--- src/design/xymms_pkg.sv ---
// shared constants and lookup tables for the xy model site update
package xymms_pkg;

    localparam int MUL_A_W = 17;
    localparam int MUL_B_W = 22;
    localparam int MUL_P_W = MUL_A_W + MUL_B_W;

    localparam logic [15:0] BETA_RESET = 16'd410;

    // quarter-wave sine, q1.14
    function automatic logic [14:0] sine_q14(input logic [5:0] i);
        logic [14:0] v;
        case (i)
            6'd0:  v = 15'd0;
            6'd1:  v = 15'd804;
            6'd2:  v = 15'd1606;
            6'd3:  v = 15'd2404;
            6'd4:  v = 15'd3196;
            6'd5:  v = 15'd3981;
            6'd6:  v = 15'd4756;
            6'd7:  v = 15'd5520;
            6'd8:  v = 15'd6270;
            6'd9:  v = 15'd7005;
            6'd10: v = 15'd7723;
            6'd11: v = 15'd8423;
            6'd12: v = 15'd9102;
            6'd13: v = 15'd9760;
            6'd14: v = 15'd10394;
            6'd15: v = 15'd11003;
            6'd16: v = 15'd11585;
            6'd17: v = 15'd12140;
            6'd18: v = 15'd12665;
            6'd19: v = 15'd13160;
            6'd20: v = 15'd13623;
            6'd21: v = 15'd14053;
            6'd22: v = 15'd14449;
            6'd23: v = 15'd14811;
            6'd24: v = 15'd15137;
            6'd25: v = 15'd15426;
            6'd26: v = 15'd15679;
            6'd27: v = 15'd15893;
            6'd28: v = 15'd16069;
            6'd29: v = 15'd16207;
            6'd30: v = 15'd16305;
            6'd31: v = 15'd16364;
            6'd32: v = 15'd16384;
            default: v = 15'd0;
        endcase
        return v;
    endfunction

    // exp(-k) for integer k, q1.16
    function automatic logic [16:0] exp_whole(input logic [3:0] k);
        logic [16:0] v;
        case (k)
            4'd0:  v = 17'd65536;
            4'd1:  v = 17'd24109;
            4'd2:  v = 17'd8869;
            4'd3:  v = 17'd3263;
            4'd4:  v = 17'd1200;
            4'd5:  v = 17'd442;
            4'd6:  v = 17'd162;
            4'd7:  v = 17'd60;
            4'd8:  v = 17'd22;
            4'd9:  v = 17'd8;
            4'd10: v = 17'd3;
            4'd11: v = 17'd1;
            default: v = 17'd0;
        endcase
        return v;
    endfunction

    // exp(-j/16), q1.16
    function automatic logic [16:0] exp_part(input logic [4:0] j);
        logic [16:0] v;
        case (j)
            5'd0:  v = 17'd65536;
            5'd1:  v = 17'd61565;
            5'd2:  v = 17'd57835;
            5'd3:  v = 17'd54331;
            5'd4:  v = 17'd51039;
            5'd5:  v = 17'd47947;
            5'd6:  v = 17'd45042;
            5'd7:  v = 17'd42313;
            5'd8:  v = 17'd39750;
            5'd9:  v = 17'd37341;
            5'd10: v = 17'd35079;
            5'd11: v = 17'd32954;
            5'd12: v = 17'd30957;
            5'd13: v = 17'd29081;
            5'd14: v = 17'd27319;
            5'd15: v = 17'd25664;
            5'd16: v = 17'd24109;
            default: v = 17'd0;
        endcase
        return v;
    endfunction

endpackage

--- src/design/xymms_mul.sv ---
// shared unsigned multiplier with registered product
module xymms_mul (
    input  logic                          i_clk,
    input  logic [xymms_pkg::MUL_A_W-1:0] i_a,
    input  logic [xymms_pkg::MUL_B_W-1:0] i_b,
    output logic [xymms_pkg::MUL_P_W-1:0] o_p
);

    always_ff @(posedge i_clk) begin
        o_p <= xymms_pkg::MUL_P_W'(i_a) * xymms_pkg::MUL_P_W'(i_b);
    end

endmodule

--- config.mk ---
export PLATFORM = sky130hd
export DESIGN_NAME = xymms_mul
export DESIGN_NICKNAME = d
export VERILOG_FILES = /design/src/design/xymms_pkg.sv /design/src/design/xymms_mul.sv
export SDC_FILE = /design/constraint.sdc
export NUM_CORES = 1
export LEC_CHECK = 0
export ABC_AREA = 1
export CAP_MARGIN = 10
export CORE_MARGIN = 8
export CORE_UTILIZATION = 65
export DETAILED_ROUTE_END_ITERATION = 8
export DONT_BUFFER_PORTS = 1
export PLACE_DENSITY = 0.92
export SYNTH_ARGS = -nofsm -noshare
export SYNTH_HDL_FRONTEND = slang
export SYNTH_SLANG_ARGS = --single-unit
--- constraint.sdc ---
create_clock -name i_clk -period 16.1 [get_ports i_clk]
set_input_delay 3.22 -clock i_clk [delete_from_list [all_inputs] [get_ports i_clk]]
set_output_delay 3.22 -clock i_clk [all_outputs]
set_load 0.005 [all_outputs]
* Word-level counts from Yosys, hierarchy flattened
Cells that the tools add are included.
Operators by class: $mul 1
Operators by type and width (number):
- multiplier 17 x 22 -> 39 bit | 1
Word-level totals: output and inout port bits 39, flip-flop bits (word level) 39, word-level logic and storage cells 2

* Depth between registers and ports, before layout
word-level depth 1, depth in mapped cells 29, mapped depth without buffers 27

* Worst setup path after synthesis
OpenSTA, ideal clock, no wires.
kind input-to-reg, start input port i_b[19] in the netlist's numbering, end register o_p[33] in the netlist's numbering, stages 25, buffers on the path 2, arrival time 8.075 ns, slack 7.913 ns, cells stage by stage clkbuf_1 -> clkbuf_1 -> nand2_1 -> fa_1 -> inv_1 -> fa_1 -> inv_1 -> fa_1 -> inv_1 -> fa_1 -> fa_1 -> inv_1 -> fa_1 -> inv_1 -> ha_1 -> nand2_1 -> inv_1 -> nand2_1 -> inv_1 -> nand2_1 -> nand2_1 -> a21oi_1 -> nand2_1 -> nand2_1 -> nand2_1
Between the ends: cells in the longest elaborated chain, start to end 1
RTL lines:
- start, declared | line xymms_mul.sv:5 | input logic [xymms_pkg::MUL_B_W-1:0] i_b,
- multiplier 17 x 22 -> 39 bit | line xymms_mul.sv:10 | o_p <= xymms_pkg::MUL_P_W'(i_a) * xymms_pkg::MUL_P_W'(i_b);
- end signal, assigned | line xymms_mul.sv:10
- end, declared | line xymms_mul.sv:6 | output logic [xymms_pkg::MUL_P_W-1:0] o_p
No other way between the ends.

* Worst setup path after layout
start input port i_b[5] in the netlist's numbering, end register o_p[34] in the netlist's numbering
The elaborated chain is that of the path after synthesis.

==> results.md <==
* Status: finished, final reports clean
* Share of cells above drive strength 1 at 1.51%
* Final worst path period share at 49.1%
* Main combinational cell family by area after synthesis: adder cells
* Crit end category: flop
* Die width at 161 um
* RSZ-0062 raised after global routing: false
* Final Hold Viols at 0
* Post-CTS setup buffers at 0
* Maxcap violations at 0
* Final setup fails at 0
* CP Class: in2reg
* CTS tree: yes
* Area growth syn-to-layout at 1.54%
* Worst-path fanout max at 17
* Port Buffer Count at 0
* Clock sink total at 39
* Drt total wl at roughly 35000 um
* Antenna cell count at 0
* DP Wirelength at ~28000 um
* Fill count at approximately 1600
* Vias in the first global route at ~12000
* Most flop-heavy register: o_p
* Post-route ant nets at 0
* RePlAce Congestion at ~0.93
* Io pins at 79
* Nets at 2241
* Most frequent cells in the layout: inv_1, nand2_1, fa_1
* Post-Synth XOR/XNOR Area at around 1.3%
* Global route overflow at 0
* DIE AREA at 0.0261 mm^2
* Synth Area in Compound Gates at between 2 and 2.5%
* CP Data Arrival Time at a little over 8000 ps
* Non-filler cells in the finished layout at 2065
* Clock Tree Root: clkbuf_16
* First-pass GRT wire length at around 59000 um
* Max reg flops at 39
* Post-Route Setup TNS at 0 ps
* Commonest non-fill, non-tap cell in the layout: inv_1
* Sequential area share after synthesis at 5.68%
* Dpl cells at between 2000 and 2500
* Largest regs: o_p x39
* Avg WL per Cell at 16.7 um
* Syn Std Cell Area at 0.0137 mm^2
* Mux cell area share after synthesis at 0%
* Routed vias/inst at ~5.4
* #FFs+latches synth at 39
* DIE HEIGHT at 161 um
* CORE AREA at 0.0209 mm^2
* GRT Total Usage at roughly 28%
* Number of cell rows at 53
* DR DRC count at 0
* Largest net degree at the start of global routing at 23
* Worst setup SP type: primary input
* Synth Instances at about 1900
* WP data required at 16280 ps
* Max Fclk at approximately 130 MHz
* Post-cts resize count at 0
* Synth warn at 0
* Clock-pin slew on the worst setup and hold paths at about 60 ps
* Initial antenna violation count at 0
* Tightest Pin Transition at a little over 400 ps
* Htree depth at 2
* Worst hold path class: in2reg
* Total CTS buffers at 5
* Slew margin rel. at 72.6%
* Syn_area_per_cell at approximately 7.4 um^2
* Initial core utilization at between 60% and 70%
* Via count at between 10000 and 15000
* CTS max path bufs at 2
* Crit path time final at around 7900 ps
* Initial DRC count at 807
* Simple-gate share of the synthesized area at between 10% and 20%
* Post-synthesis cell type count at 20
* Net Count, Synth at between 2000 and 2500
* DRT Pass-1 Iters at 5
* Synth Area in Adders at between 50% and 60%
* Hold-fix buffers at CTS at 0
* Slew Limit Fails at 0
==> area by class of cell <==
| cell class | instances | area [um^2] | area share (%) |
|---|---|---|---|
| Clock buffer | 7 | 153 | 1.09 |
| Inverter | 608 | 2280 | 16.3 |
| Multi-Input combinational cell | 1135 | 10400 | 74.4 |
| Clock inverter | 1 | 7.51 | 0.0538 |
| Sequential cell | 39 | 781 | 5.59 |
| Tap cell | 275 | 344 | 2.46 |
==> synth_stat cells <==
master | n | area, um^2
nor3_1 | 6 | 30.0
ha_1 | 113 | 1410
nor2_2 | 4 | 25.0
nand2_2 | 7 | 43.8
nor4_2 | 1 | 12.5
a21oi_1 | 38 | 190
o21bai_1 | 1 | 7.51
dfxtp_1 | 39 | 781
inv_1 | 605 | 2270
nand3_1 | 25 | 125
nor2_1 | 49 | 184
nand2_1 | 545 | 2050
clkbuf_1 | 78 | 293
inv_2 | 3 | 11.3
xnor2_1 | 2 | 17.5
nand3_2 | 3 | 30.0
xor2_1 | 18 | 158
o21ai_2 | 1 | 8.76
fa_1 | 299 | 5990
o21ai_0 | 23 | 115
==> worst paths after layout <==
check / depth (start not counted) / end / startpoint / slack (ps)
max: 20 / o_p[34] / i_b[5] / 8190
min: 2 / o_p[0] / i_b[0] / 3060
==> through the flow <==
stage / hold WS, ps / cell area (um^2) / util, % / setup slack [ps]
after floorplan: 3320 / 13700 / - / 7910
after global placement: 3320 / 13800 / 66.1 / 8040
after detailed placement: 3350 / 13800 / 66.1 / 7960
after CTS: 3060 / 14000 / 66.8 / 8250
after global routing: 3070 / 14000 / 66.8 / 7930
final: 3060 / 14000 / 66.8 / 8190
==> layer usage <==
layer	vias to the layer above	routed length [um]	track usage (%)
li1	4977	-	-
met1	5354	11500	30.2
met5	-	0	0
met3	176	3250	5.50
met4	0	2190	16.4
met2	622	17600	50.2
==> worst max-delay path, stage by stage <==
cell and delay [ps]:
nand2_1 50, inv_1 60, fa_1 540, inv_1 60, fa_1 560, inv_1 60, fa_1 600, fa_1 470
fa_1 490, inv_1 50, fa_1 480, inv_1 50, ha_1 360, nand2_1 140, o21ai_0 360, nor2_1 90
nand2_1 170, nand2_1 140, nand3_1 100, nand2_1 70
==> cells by family (layout without fill, tap and decap cells) <==
kind of cell,after synthesis,after routing
and+or+nand+nor,640,640
adders and majority gates,412,412
xor gates and xnor gates,20,20
DFF,39,39
buffers and inverters,686,616
AOI/OAI and AO/OA,63,63
Power is not shown: default switching activity piles up to over one toggle a cycle in this logic, so the estimate is an artifact.
